===== src/design/pidc_pkg.sv =====
`default_nettype none

package pidc_pkg;

    localparam int DATA_W      = 16;
    localparam int SAMPLE_W    = 16;
    localparam int ERR_W       = ((SAMPLE_W > DATA_W) ? SAMPLE_W : DATA_W) + 1;
    localparam int CFG_IDX_W   = 3;
    localparam int QUEUE_DEPTH = 2;

    localparam logic [CFG_IDX_W-1:0] REG_GAIN_P    = 3'd0;
    localparam logic [CFG_IDX_W-1:0] REG_GAIN_I    = 3'd1;
    localparam logic [CFG_IDX_W-1:0] REG_GAIN_D    = 3'd2;
    localparam logic [CFG_IDX_W-1:0] REG_TOLERANCE = 3'd3;
    localparam logic [CFG_IDX_W-1:0] REG_OUT_MIN   = 3'd4;
    localparam logic [CFG_IDX_W-1:0] REG_OUT_MAX   = 3'd5;
    localparam logic [CFG_IDX_W-1:0] REG_TARGET    = 3'd6;

    localparam logic signed [DATA_W-1:0] OUT_MIN_RESET = 16'sh8000;
    localparam logic signed [DATA_W-1:0] OUT_MAX_RESET = 16'sh7FFF;

    typedef struct packed {
        logic                       command;
        logic signed [SAMPLE_W-1:0] measurement;
    } sample_t;

    typedef struct packed {
        logic signed [DATA_W-1:0] drive;
        logic                     done_res;
    } result_t;

    typedef struct packed {
        logic signed [DATA_W-1:0] gain_p;
        logic signed [DATA_W-1:0] gain_i;
        logic signed [DATA_W-1:0] gain_d;
        logic        [DATA_W-1:0] tolerance;
        logic signed [DATA_W-1:0] out_min;
        logic signed [DATA_W-1:0] out_max;
        logic signed [DATA_W-1:0] target;
    } cfg_t;

    typedef enum logic [1:0] {
        KIND_START,
        KIND_DONE,
        KIND_RUN
    } kind_t;

    typedef struct packed {
        kind_t                      kind;
        logic signed [SAMPLE_W-1:0] measurement;
        logic signed [ERR_W-1:0]    err;
    } entry_t;

endpackage

`default_nettype wire


===== src/design/pidc_front.sv =====
`default_nettype none

module pidc_front
    import pidc_pkg::*;
(
    input  wire logic    clk,
    input  wire logic    rst_n,
    input  wire cfg_t    cfg,
    input  wire logic    sample_valid,
    output logic         sample_stall,
    input  wire sample_t sample,
    input  wire logic    q_full,
    output logic         q_push,
    output entry_t       q_data
);

    logic                    armed_reg;
    logic                    armed_next;
    logic                    accept;
    logic signed [ERR_W-1:0] err;
    logic signed [ERR_W:0]   err_ext;
    logic signed [ERR_W:0]   tol_ext;
    logic                    in_tol;

    assign sample_stall = q_full;
    assign accept       = sample_valid && !q_full;

    always_comb
    begin
        err     = ERR_W'($signed(cfg.target)) - ERR_W'($signed(sample.measurement));
        err_ext = (ERR_W + 1)'(err);
        tol_ext = $signed({1'b0, ERR_W'(cfg.tolerance)});
        in_tol  = (err_ext < tol_ext) && (err_ext > -tol_ext);

        armed_next         = armed_reg;
        q_push             = 1'b0;
        q_data.measurement = sample.measurement;
        q_data.err         = err;
        q_data.kind        = KIND_RUN;
        if (accept)
        begin
            if (sample.command)
            begin
                q_push      = 1'b1;
                q_data.kind = KIND_START;
                armed_next  = 1'b1;
            end
            else if (armed_reg)
            begin
                q_push = 1'b1;
                if (in_tol)
                begin
                    q_data.kind = KIND_DONE;
                    armed_next  = 1'b0;
                end
            end
        end
    end

    always_ff @(posedge clk or negedge rst_n)
    begin
        if (!rst_n)
        begin
            armed_reg <= 1'b0;
        end
        else
        begin
            armed_reg <= armed_next;
        end
    end

endmodule

`default_nettype wire


===== src/design/pidc_queue.sv =====
`default_nettype none

module pidc_queue
    import pidc_pkg::*;
(
    input  wire logic   clk,
    input  wire logic   rst_n,
    input  wire logic   push,
    input  wire entry_t push_data,
    output logic        full,
    input  wire logic   pop,
    output logic        valid,
    output entry_t      pop_data
);

    localparam int PTR_W = (QUEUE_DEPTH > 1) ? $clog2(QUEUE_DEPTH) : 1;
    localparam int CNT_W = $clog2(QUEUE_DEPTH + 1);
    localparam logic [PTR_W-1:0] LAST_PTR = PTR_W'(QUEUE_DEPTH - 1);
    localparam logic [CNT_W-1:0] FULL_CNT = CNT_W'(QUEUE_DEPTH);

    entry_t           mem_reg [QUEUE_DEPTH];
    logic [PTR_W-1:0] wr_ptr_reg;
    logic [PTR_W-1:0] wr_ptr_next;
    logic [PTR_W-1:0] rd_ptr_reg;
    logic [PTR_W-1:0] rd_ptr_next;
    logic [CNT_W-1:0] count_reg;
    logic [CNT_W-1:0] count_next;
    logic             do_push;
    logic             do_pop;

    assign full     = (count_reg == FULL_CNT);
    assign valid    = (count_reg != '0);
    assign pop_data = mem_reg[rd_ptr_reg];
    assign do_push  = push && !full;
    assign do_pop   = pop && valid;

    always_comb
    begin
        wr_ptr_next = wr_ptr_reg;
        rd_ptr_next = rd_ptr_reg;
        count_next  = count_reg;
        if (do_push)
        begin
            wr_ptr_next = (wr_ptr_reg == LAST_PTR) ? '0 : wr_ptr_reg + 1'b1;
        end
        if (do_pop)
        begin
            rd_ptr_next = (rd_ptr_reg == LAST_PTR) ? '0 : rd_ptr_reg + 1'b1;
        end
        if (do_push && !do_pop)
        begin
            count_next = count_reg + 1'b1;
        end
        else if (do_pop && !do_push)
        begin
            count_next = count_reg - 1'b1;
        end
    end

    always_ff @(posedge clk)
    begin
        if (do_push)
        begin
            mem_reg[wr_ptr_reg] <= push_data;
        end
    end

    always_ff @(posedge clk or negedge rst_n)
    begin
        if (!rst_n)
        begin
            wr_ptr_reg <= '0;
            rd_ptr_reg <= '0;
            count_reg  <= '0;
        end
        else
        begin
            wr_ptr_reg <= wr_ptr_next;
            rd_ptr_reg <= rd_ptr_next;
            count_reg  <= count_next;
        end
    end

endmodule

`default_nettype wire


===== src/design/pidc_back.sv =====
`default_nettype none

module pidc_back
    import pidc_pkg::*;
#(
    parameter int GAIN_FRAC_BITS = 8
)
(
    input  wire logic   clk,
    input  wire logic   rst_n,
    input  wire cfg_t   cfg,
    input  wire logic   q_valid,
    input  wire entry_t q_data,
    output logic        q_pop,
    output logic        result_valid,
    input  wire logic   result_stall,
    output result_t     result
);

    localparam int DIFF_W = SAMPLE_W + 1;
    localparam int PROD_W = DATA_W + ERR_W;
    localparam int PD_W   = DATA_W + DIFF_W;
    localparam int INT_W  = DATA_W + GAIN_FRAC_BITS;
    localparam int ACC_W  = ((PROD_W > INT_W) ? PROD_W : INT_W) + 1;
    localparam int WIDE_W = (PROD_W > INT_W) ? PROD_W : INT_W;
    localparam int SUM_W  = ((WIDE_W > PD_W) ? WIDE_W : PD_W) + 2;

    logic                       en;

    logic signed [SAMPLE_W-1:0] prev_reg;
    logic signed [INT_W-1:0]    integ_reg;
    logic signed [INT_W-1:0]    integ_next;

    logic                       a_valid_reg;
    kind_t                      a_kind_reg;
    logic signed [ERR_W-1:0]    a_err_reg;
    logic signed [DIFF_W-1:0]   a_diff_reg;
    logic signed [DIFF_W-1:0]   a_diff_next;

    logic                       b_valid_reg;
    kind_t                      b_kind_reg;
    logic signed [PROD_W-1:0]   b_pp_reg;
    logic signed [PROD_W-1:0]   b_pi_reg;
    logic signed [PD_W-1:0]     b_pd_reg;

    logic                       c_valid_reg;
    kind_t                      c_kind_reg;
    logic signed [PROD_W-1:0]   c_pp_reg;
    logic signed [PD_W-1:0]     c_pd_reg;
    logic signed [INT_W-1:0]    c_integ_reg;

    logic signed [ACC_W-1:0]    acc;
    logic signed [ACC_W-1:0]    acc_hi;
    logic signed [ACC_W-1:0]    acc_lo;
    logic signed [SUM_W-1:0]    sum;
    logic signed [SUM_W-1:0]    sum_floor;
    logic signed [SUM_W-1:0]    sum_hi;
    logic signed [SUM_W-1:0]    sum_lo;
    logic signed [SUM_W-1:0]    sum_clamped;

    logic                       result_valid_reg;
    logic                       result_valid_next;
    result_t                    result_reg;
    result_t                    result_next;

    assign en           = !result_valid_reg || !result_stall;
    assign q_pop        = en && q_valid;
    assign result_valid = result_valid_reg;
    assign result       = result_reg;

    assign a_diff_next = DIFF_W'($signed(q_data.measurement)) - DIFF_W'(prev_reg);

    always_comb
    begin
        acc    = ACC_W'(integ_reg) + ACC_W'(b_pi_reg);
        acc_hi = ACC_W'($signed(cfg.out_max)) <<< GAIN_FRAC_BITS;
        acc_lo = ACC_W'($signed(cfg.out_min)) <<< GAIN_FRAC_BITS;
        if (acc > acc_hi)
        begin
            integ_next = INT_W'(acc_hi);
        end
        else if (acc < acc_lo)
        begin
            integ_next = INT_W'(acc_lo);
        end
        else
        begin
            integ_next = INT_W'(acc);
        end
    end

    always_comb
    begin
        sum       = SUM_W'(c_pp_reg) + SUM_W'(c_integ_reg) - SUM_W'(c_pd_reg);
        sum_floor = sum >>> GAIN_FRAC_BITS;
        sum_hi    = SUM_W'($signed(cfg.out_max));
        sum_lo    = SUM_W'($signed(cfg.out_min));
        if (sum_floor > sum_hi)
        begin
            sum_clamped = sum_hi;
        end
        else if (sum_floor < sum_lo)
        begin
            sum_clamped = sum_lo;
        end
        else
        begin
            sum_clamped = sum_floor;
        end

        result_next       = result_reg;
        result_valid_next = 1'b0;
        case (c_kind_reg)
            KIND_DONE:
            begin
                result_valid_next    = c_valid_reg;
                result_next.drive    = '0;
                result_next.done_res = 1'b1;
            end
            KIND_RUN:
            begin
                result_valid_next    = c_valid_reg;
                result_next.drive    = sum_clamped[DATA_W-1:0];
                result_next.done_res = 1'b0;
            end
            default:
            begin
                result_valid_next = 1'b0;
            end
        endcase
    end

    always_ff @(posedge clk)
    begin
        if (en)
        begin
            a_kind_reg  <= q_data.kind;
            a_err_reg   <= q_data.err;
            a_diff_reg  <= a_diff_next;

            b_kind_reg  <= a_kind_reg;
            b_pp_reg    <= PROD_W'($signed(cfg.gain_p)) * PROD_W'(a_err_reg);
            b_pi_reg    <= PROD_W'($signed(cfg.gain_i)) * PROD_W'(a_err_reg);
            b_pd_reg    <= PD_W'($signed(cfg.gain_d)) * PD_W'(a_diff_reg);

            c_kind_reg  <= b_kind_reg;
            c_pp_reg    <= b_pp_reg;
            c_pd_reg    <= b_pd_reg;
            c_integ_reg <= integ_next;

            result_reg  <= result_next;
        end
    end

    always_ff @(posedge clk or negedge rst_n)
    begin
        if (!rst_n)
        begin
            prev_reg         <= '0;
            integ_reg        <= '0;
            a_valid_reg      <= 1'b0;
            b_valid_reg      <= 1'b0;
            c_valid_reg      <= 1'b0;
            result_valid_reg <= 1'b0;
        end
        else if (en)
        begin
            a_valid_reg      <= q_valid;
            b_valid_reg      <= a_valid_reg;
            c_valid_reg      <= b_valid_reg;
            result_valid_reg <= result_valid_next;
            if (q_valid && (q_data.kind != KIND_DONE))
            begin
                prev_reg <= q_data.measurement;
            end
            if (b_valid_reg && (b_kind_reg == KIND_START))
            begin
                integ_reg <= '0;
            end
            else if (b_valid_reg && (b_kind_reg == KIND_RUN))
            begin
                integ_reg <= integ_next;
            end
        end
    end

endmodule

`default_nettype wire


===== src/design/pid_controller_clamped.sv =====
// PID regulator with derivative on measurement and clamped integral and drive. A start beat
// latches its measurement as the previous one, clears the integral, arms the loop and gives
// no result; an armed sample beat gives one result, either done (drive zero, loop disarmed)
// when the error magnitude is below tolerance, or the clamped drive. One beat is accepted per
// clock while the queue is not full; the front end classifies it against the armed flag and a
// two-entry queue feeds a four-register back end (difference, three parallel multipliers,
// integral update, final sum and clamp); the sustained rate is one item per cycle while the
// result is not stalled, with the integral accumulator closing its loop in a single stage.
// The user must write configuration registers only while the block is idle; it is not enforced.
`default_nettype none

module pid_controller_clamped
    import pidc_pkg::*;
#(
    parameter int GAIN_FRAC_BITS = 8
)
(
    input  wire logic                 clk,
    input  wire logic                 rst_n,
    input  wire logic                 cfg_we,
    input  wire logic [CFG_IDX_W-1:0] cfg_index,
    input  wire logic [DATA_W-1:0]    cfg_data,
    input  wire logic                 sample_valid,
    output logic                      sample_stall,
    input  wire sample_t              sample,
    output logic                      result_valid,
    input  wire logic                 result_stall,
    output result_t                   result
);

    cfg_t   cfg_reg;
    logic   q_full;
    logic   q_push;
    entry_t q_push_data;
    logic   q_pop;
    logic   q_valid;
    entry_t q_pop_data;

    always_ff @(posedge clk or negedge rst_n)
    begin
        if (!rst_n)
        begin
            cfg_reg.gain_p    <= '0;
            cfg_reg.gain_i    <= '0;
            cfg_reg.gain_d    <= '0;
            cfg_reg.tolerance <= '0;
            cfg_reg.out_min   <= OUT_MIN_RESET;
            cfg_reg.out_max   <= OUT_MAX_RESET;
            cfg_reg.target    <= '0;
        end
        else if (cfg_we)
        begin
            case (cfg_index)
                REG_GAIN_P:    cfg_reg.gain_p    <= cfg_data;
                REG_GAIN_I:    cfg_reg.gain_i    <= cfg_data;
                REG_GAIN_D:    cfg_reg.gain_d    <= cfg_data;
                REG_TOLERANCE: cfg_reg.tolerance <= cfg_data;
                REG_OUT_MIN:   cfg_reg.out_min   <= cfg_data;
                REG_OUT_MAX:   cfg_reg.out_max   <= cfg_data;
                REG_TARGET:    cfg_reg.target    <= cfg_data;
                default:       cfg_reg           <= cfg_reg;
            endcase
        end
    end

    pidc_front u_front (
        .clk          (clk),
        .rst_n        (rst_n),
        .cfg          (cfg_reg),
        .sample_valid (sample_valid),
        .sample_stall (sample_stall),
        .sample       (sample),
        .q_full       (q_full),
        .q_push       (q_push),
        .q_data       (q_push_data)
    );

    pidc_queue u_queue (
        .clk       (clk),
        .rst_n     (rst_n),
        .push      (q_push),
        .push_data (q_push_data),
        .full      (q_full),
        .pop       (q_pop),
        .valid     (q_valid),
        .pop_data  (q_pop_data)
    );

    pidc_back #(
        .GAIN_FRAC_BITS (GAIN_FRAC_BITS)
    ) u_back (
        .clk          (clk),
        .rst_n        (rst_n),
        .cfg          (cfg_reg),
        .q_valid      (q_valid),
        .q_data       (q_pop_data),
        .q_pop        (q_pop),
        .result_valid (result_valid),
        .result_stall (result_stall),
        .result       (result)
    );

endmodule

`default_nettype wire


===== config.mk =====
export PLATFORM = sky130hd
export DESIGN_NAME = pid_controller_clamped
export DESIGN_NICKNAME = d
export VERILOG_FILES = /design/src/design/pidc_pkg.sv /design/src/design/pidc_front.sv /design/src/design/pidc_queue.sv /design/src/design/pidc_back.sv /design/src/design/pid_controller_clamped.sv
export SDC_FILE = /design/constraint.sdc
export NUM_CORES = 2
export LEC_CHECK = 0
export BUFFER_PORTS_ARGS = -buffer_cell sky130_fd_sc_hd__buf_2
export CORE_MARGIN = 1.5
export CORE_UTILIZATION = 55
export DETAILED_ROUTE_END_ITERATION = 8
export PLACE_DENSITY = 0.71
export SETUP_SLACK_MARGIN = 0.15
export SYNTH_ARGS = -nofsm -noshare
export SYNTH_HDL_FRONTEND = slang
export SYNTH_SLANG_ARGS = --single-unit

===== constraint.sdc =====
create_clock -name clk -period 9.04 [get_ports clk]
set_input_delay 2.712 -clock clk [delete_from_list [all_inputs] [get_ports clk]]
set_output_delay 2.712 -clock clk [all_outputs]
set_load 0.02 [all_outputs]

* After elaboration in Yosys (flattened, before gate mapping)
Memory sizes are Yosys's and may differ from the RTL's. Cells that the tools add are included.
Operators by class: mux-type cells 24, div/mod/pow operators 0, order comparisons 6, reduce and logical (&&, ||, !) cells 33, multipliers 3, shift-type cells 0, bitwise logic cells 0, add/sub/neg operators 10, eq/ne operators 11
Operators by type and width (count):
- 16-bit by 17-bit multiplier with 33-bit output | 3
- 24-bit two-way mux | 4
- 34-bit by 33-bit subtractor with 35-bit output | 1
- 24-bit by 33-bit adder with 34-bit output | 1
- 33-bit by 24-bit adder with 34-bit output | 1
- 34-bit by 24-bit > comparator with 1-bit output | 1
- 34-bit by 24-bit < comparator with 1-bit output | 1
- 17-bit case mux with 2 select lines | 1
- 16-bit by 16-bit subtractor with 17-bit output | 2
- 16-bit two-way mux | 2
- 27-bit by 16-bit > comparator with 1-bit output | 1
- 27-bit by 16-bit < comparator with 1-bit output | 1
- 2-bit AND reduction | 10
- 17-bit by 18-bit > comparator with 1-bit output | 1
- 16-bit negation with 18-bit output | 1
- 17-bit < comparator | 1
- 2-bit two-way mux | 6
- 1-bit two-way mux | 11
- 1-bit logical AND | 10
- 3-bit == test (second input constant) | 3
- 2-bit nonzero test | 4
- 2-bit == test (second input constant) | 3
- 3-bit by 2-bit == test with 1-bit output (second input constant) | 2
- 1-bit logical NOT | 5
- other kinds (10) | 11
Word-level totals: ROM bits 0, output and inout port bits 19, register bits 407, bits in writable memories 70, input bits 41, latch bits 0, memories kept 1, logic and storage cells 118
Memories:
- u_queue.mem_reg | depth 2, bits a word 35, rd ports 1, clocked after memory_dff 0, write ports 1, RTL line pidc_queue.sv:21 | entry_t mem_reg [QUEUE_DEPTH];

* Depth between registers and ports, before layout
word-level depth 9, mapped depth 25, gate-level depth less buffers 24

* Cells and area by module
Synthesis repeated with hierarchy kept, for this count alone.
Second synthesis, totals: cell total of the unflattened synthesis 5537, area total of the unflattened synthesis 57241.1 um2
Modules (own cells, without submodules):
- pidc_back | times used 1, area an instance 47938.5 um2, sequential area each 8488.1 um2, cells each 4876
- pid_controller_clamped | times used 1, area an instance 4324.1 um2, sequential area each 2822.7 um2, cells each 245
- pidc_queue | times used 1, area an instance 2876.5 um2, sequential area each 2202.1 um2, cells each 128
- pidc_front | times used 1, area an instance 2102.0 um2, sequential area each 25.0 um2, cells each 288

* Worst setup path before layout
No wires, ideal clock.
kind in2reg, start point input port result_stall, end point register u_back.prev_reg[10], path buffers 2, data required time 8915 ps, library setup time 125 ps, stages 6, setup slack -1205 ps, data arrival time 10120 ps, cell sequence nand2_1 > o21ai_0 > nand2b_1 > clkbuf_1 > buf_1 > mux2_2
On the way: word-level cells in the longest chain between the ends 3
Ends and longest elaborated chain:
- from (decl) | RTL line pid_controller_clamped.sv:27 | input wire logic result_stall,
- 1-bit logical NOT | RTL line pidc_back.sv:66 | assign en = !result_valid_reg || !result_stall;
- 1-bit logical OR | RTL line pidc_back.sv:66
- 2-bit AND reduction (no line)
- to (signal assigned) | RTL line pidc_back.sv:174 | prev_reg <= q_data.measurement;
- to (decl) | RTL line pidc_back.sv:30 | logic signed [SAMPLE_W-1:0] prev_reg;
No other way between the ends. A chain may end at the register's enable or synchronous reset.

* Worst setup path after layout
start point register u_back.a_err_reg[10], end point register u_back.b_pp_reg[31] (data pin)
On the way: word-level cells in the longest chain between the ends 1
Ends and longest elaborated chain:
- from (decl) | RTL line pidc_back.sv:36 | logic signed [ERR_W-1:0] a_err_reg;
- from (signal assigned) | RTL line pidc_back.sv:138 | a_err_reg <= q_data.err;
- 16-bit by 17-bit multiplier with 33-bit output | RTL line pidc_back.sv:142 | b_pp_reg <= PROD_W'($signed(cfg.gain_p)) * PROD_W'(a_err_reg);
- to (signal assigned) | RTL line pidc_back.sv:142
- to (decl) | RTL line pidc_back.sv:42 | logic signed [PROD_W-1:0] b_pp_reg;
No other way between the ends.

==> results by group <==
Outcome
  – Outcome: finished, final reports clean

Clock tree
  – Clk root buf: clkbuf_16
  – CTS max path bufs: 3
  – CTS Buf Count: 55
  – Clk Latency, worst-skew pair: 0.66 ns
  – Hold Buf Count CTS: 0
  – CTS clock-pin slew for the worst setup and hold paths: 0.06 ns
  – CTS tree: yes
  – H-tree depth: 2
  – Clk sink count: 477
  – Post-cts resize count: 0
  – Post-CTS setup buffers: 0

Global routing
  – GRT Overall Usage: 0.277
  – Largest net degree at the start of global routing: 97
  – First-pass GRT wire length: 221000 µm
  – Grt ovf: 0
  – Initial antenna violation count: 5
  – Vias in the first global route: 40400

Synthesis
  – Ys Warns: 0
  – Syn_area_per_cell: 10.3 µm²
  – Synthesized instance count: 5454
  – Mapped Area: 56200 µm²
  – Register area share after synthesis: 0.241
  – Async S/R FF share, synth: 0.338
  – Post-synth EDFFs: 316
  – Syn nets: 6849
  – #FFs+latches synth: 477
  – Distinct cells, synth: 84
  – Ys flop type: edfxtp_1

Finish
  – Fin nets: 6826
  – Share of cells above drive strength 1: 0.0728
  – Max reg flops: 112
  – Area Growth Syn to Fin: 6.25%
  – Util after Layout: 0.587

Timing
  – Slew Viols, Final: 0
  – Worst Skew: 0.0516 ns
  – Setup tns final: 0 ns
  – Final setup vio count: 0
  – Fmax: 137 MHz
  – Slew @ Worst Pin: 1.20 ns
  – Rel. slew slack: 0.202
  – Tcrit/Tclk final: 0.806
  – Min Tclk post-route: 7.29 ns
  – Final Hold Viols: 0
  – RSZ-0062 raised after global routing: false

Die
  – Die X: 323 µm
  – Die area: 104000 µm²
  – Initial Utilization: 0.553
  – Rows: 117
  – Total core area: 102000 µm²
  – I/O pin count: 60
  – DIE HEIGHT: 323 µm

Route
  – Post-route ant nets: 0
  – Met3 wire length: 9030 µm
  – Drt first pass iters: 6
  – WL met1: 56100 µm
  – Vias per inst: 5.55
  – Max Used Layer: met5
  – Residual DRC: 0
  – Iteration-0 DRC Markers: 2725
  – DR WL/cell: 20.1 µm
  – DR WL met2: 65800 µm
  – Final Routed Wirelength: 138000 µm
  – DR vias: 38000

Setup path
  – CP dominant cell by count: fa_1
  – Worst-path maximum fanout: 23
  – Worst EP required: 9.43 ns
  – Worst path cell trace: buf_4 -> nand2_1 -> fa_1 -> inv_1 -> fa_1 -> fa_1 -> fa_1 -> fa_1 -> inv_1 -> fa_1 -> inv_1 -> ha_1 -> nand3_1 -> nor2_1 -> nand2_1 -> a2bb2oi_1 -> a21boi_0 -> a211oi_1 -> nand3b_1 -> a31o_2 -> a21oi_1 -> xnor2_1
  – Worst r2r src: u_back.a_err_reg[10]
  – Internal reg-to-reg setup slack: 1.75 ns
  – Slowest stage delay, CP: 1.06 ns
  – Critical path class: reg -> reg
  – Worst path slowest cell: edfxtp_1
  – Critical Path Sink Type: flop
  – Worst r2r dst: u_back.b_pp_reg[31]
  – Worst Path Arrival: 7.68 ns
  – Worst reg-to-reg path cell count: 22
  – Worst setup SP type: flop

Worst hold path
  – Min-delay src: u_back.b_pp_reg[0]
  – Hold depth: 0
  – Hold EP: u_back.c_pp_reg[0]
  – Worst hold path class: reg -> reg

Placement
  – # port buffers: 59
  – DP HPWL: 109000 µm
  – GPL Wtd Cong: 0.926

Job
  – Max Cap Violations: 0
-- layer usage --
metal / up-vias / track usage
met3: 323 / 0.0474
met2: 1148 / 0.459
met4: 2 / 0.120
met5: - / 0
met1: 19300 / 0.359
li1: 17200 / -
-- per-stage QoR --
stage | worst slack, ns | instances | hold slack (ns) | instance area (µm²)
floorplan | 1.51 | 5454 | 0.400 | 56200
global placement | 1.90 | 6742 | 0.401 | 57800
detailed placement | 1.77 | 6742 | 0.405 | 57800
CTS | 1.76 | 6846 | 0.418 | 59700
global route | 1.47 | 6846 | 0.425 | 59700
finish | 1.75 | 6848 | 0.417 | 59700
-- final cells by class --
cell class                 instances  area (µm²)
fill                            8550       41900
multi-input combinational       3663       37700
tap                             1368        1710
inverter                        1140        4280
clock buffer                      67        1440
timing repair buffer              94         564
antenna                            2        5.00
sequential                       477       13500
clock inverter                    37         409
-- Yosys cell counts (all sizes together) (7+ instances only) --
| cell type | instances | area share |
|---|---|---|
| nor3 | 31 | 0.0028 |
| and2 | 396 | 0.044 |
| nor2 | 170 | 0.011 |
| clkbuf | 161 | 0.011 |
| a21o | 83 | 0.011 |
| xnor2 | 156 | 0.024 |
| nand3 | 57 | 0.0051 |
| a211o | 7 | 0.0011 |
| o21a | 41 | 0.0055 |
| inv | 1140 | 0.076 |
| o21ai | 131 | 0.012 |
| o21bai | 18 | 0.0025 |
| dfstp | 16 | 0.0075 |
| nor2b | 35 | 0.0039 |
| a22o | 14 | 0.0022 |
| xor2 | 36 | 0.0056 |
| dfrtp | 145 | 0.065 |
| mux2i | 29 | 0.0054 |
| edfxtp | 316 | 0.17 |
| o31ai | 12 | 0.0020 |
| fa | 863 | 0.31 |
| buf | 13 | 0.0012 |
| nand4 | 32 | 0.0036 |
| a31o | 10 | 0.0016 |
| and3 | 8 | 0.00089 |
| a21boi | 11 | 0.0015 |
| ha | 491 | 0.11 |
| nor4 | 7 | 0.00078 |
| nor3b | 7 | 0.00094 |
| or2 | 13 | 0.0014 |
| a31oi | 18 | 0.0022 |
| or3 | 13 | 0.0014 |
| a21oi | 182 | 0.017 |
| nand2b | 36 | 0.0040 |
| mux2 | 143 | 0.029 |
| a211oi | 19 | 0.0028 |
| o211ai | 14 | 0.0020 |
| nand2 | 499 | 0.033 |
| o221ai | 9 | 0.0014 |
-- worst max-delay path: cells and delay by family, from the launching register on --
| kind | cells | cell delay (ns) |
|---|---|---|
| buffers and inverters | 4 | 0.46 |
| flip-flops | 1 | 1.06 |
| XOR/XNOR | 1 | 0.08 |
| adder cells (fa/ha/maj) | 7 | 3.38 |
| AND/OR/NAND/NOR | 5 | 0.61 |
| AO/OA/AOI/OAI | 5 | 1.45 |
-- cell families after synthesis --
family / synth area share
flops: 0.241
xor+xnor: 0.0301
mux: 0.0341
simple gates: 0.117
fa+ha+maj: 0.417
buf+inv: 0.0882
compound gates: 0.0725
-- placed cells by master, fill, tap and decap left out, drive strengths merged, types with 32 or more instances in the layout --
cell       n
inv     1147
fa       863
nand2    499
ha       491
and2     396
edfxtp   316
a21oi    182
nor2     170
xnor2    156
dfrtp    145
mux2     143
o21ai    131
buf       94
a21o      83
clkbuf    67
nand3     57
o21a      41
nand2b    36
xor2      36
nor2b     35
nand4     32
-- how the worst max path moves through the flow --
stage                         startpoint                   to  slack, ns  cells after the start
floorplan                   result_stall  u_back.prev_reg[10]       1.51                      6
global placement    u_back.a_diff_reg[7]  u_back.b_pd_reg[32]       1.90                     22
detailed placement  u_back.a_err_reg[10]  u_back.b_pp_reg[31]       1.77                     20
CTS                 u_back.a_err_reg[10]  u_back.b_pp_reg[31]       1.76                     20
global route        u_back.a_err_reg[10]  u_back.b_pp_reg[31]       1.47                     22
finish              u_back.a_err_reg[10]  u_back.b_pp_reg[31]       1.75                     22
Power is not shown: default switching activity piles up to over one toggle a cycle in this logic, so the estimate is an artifact.
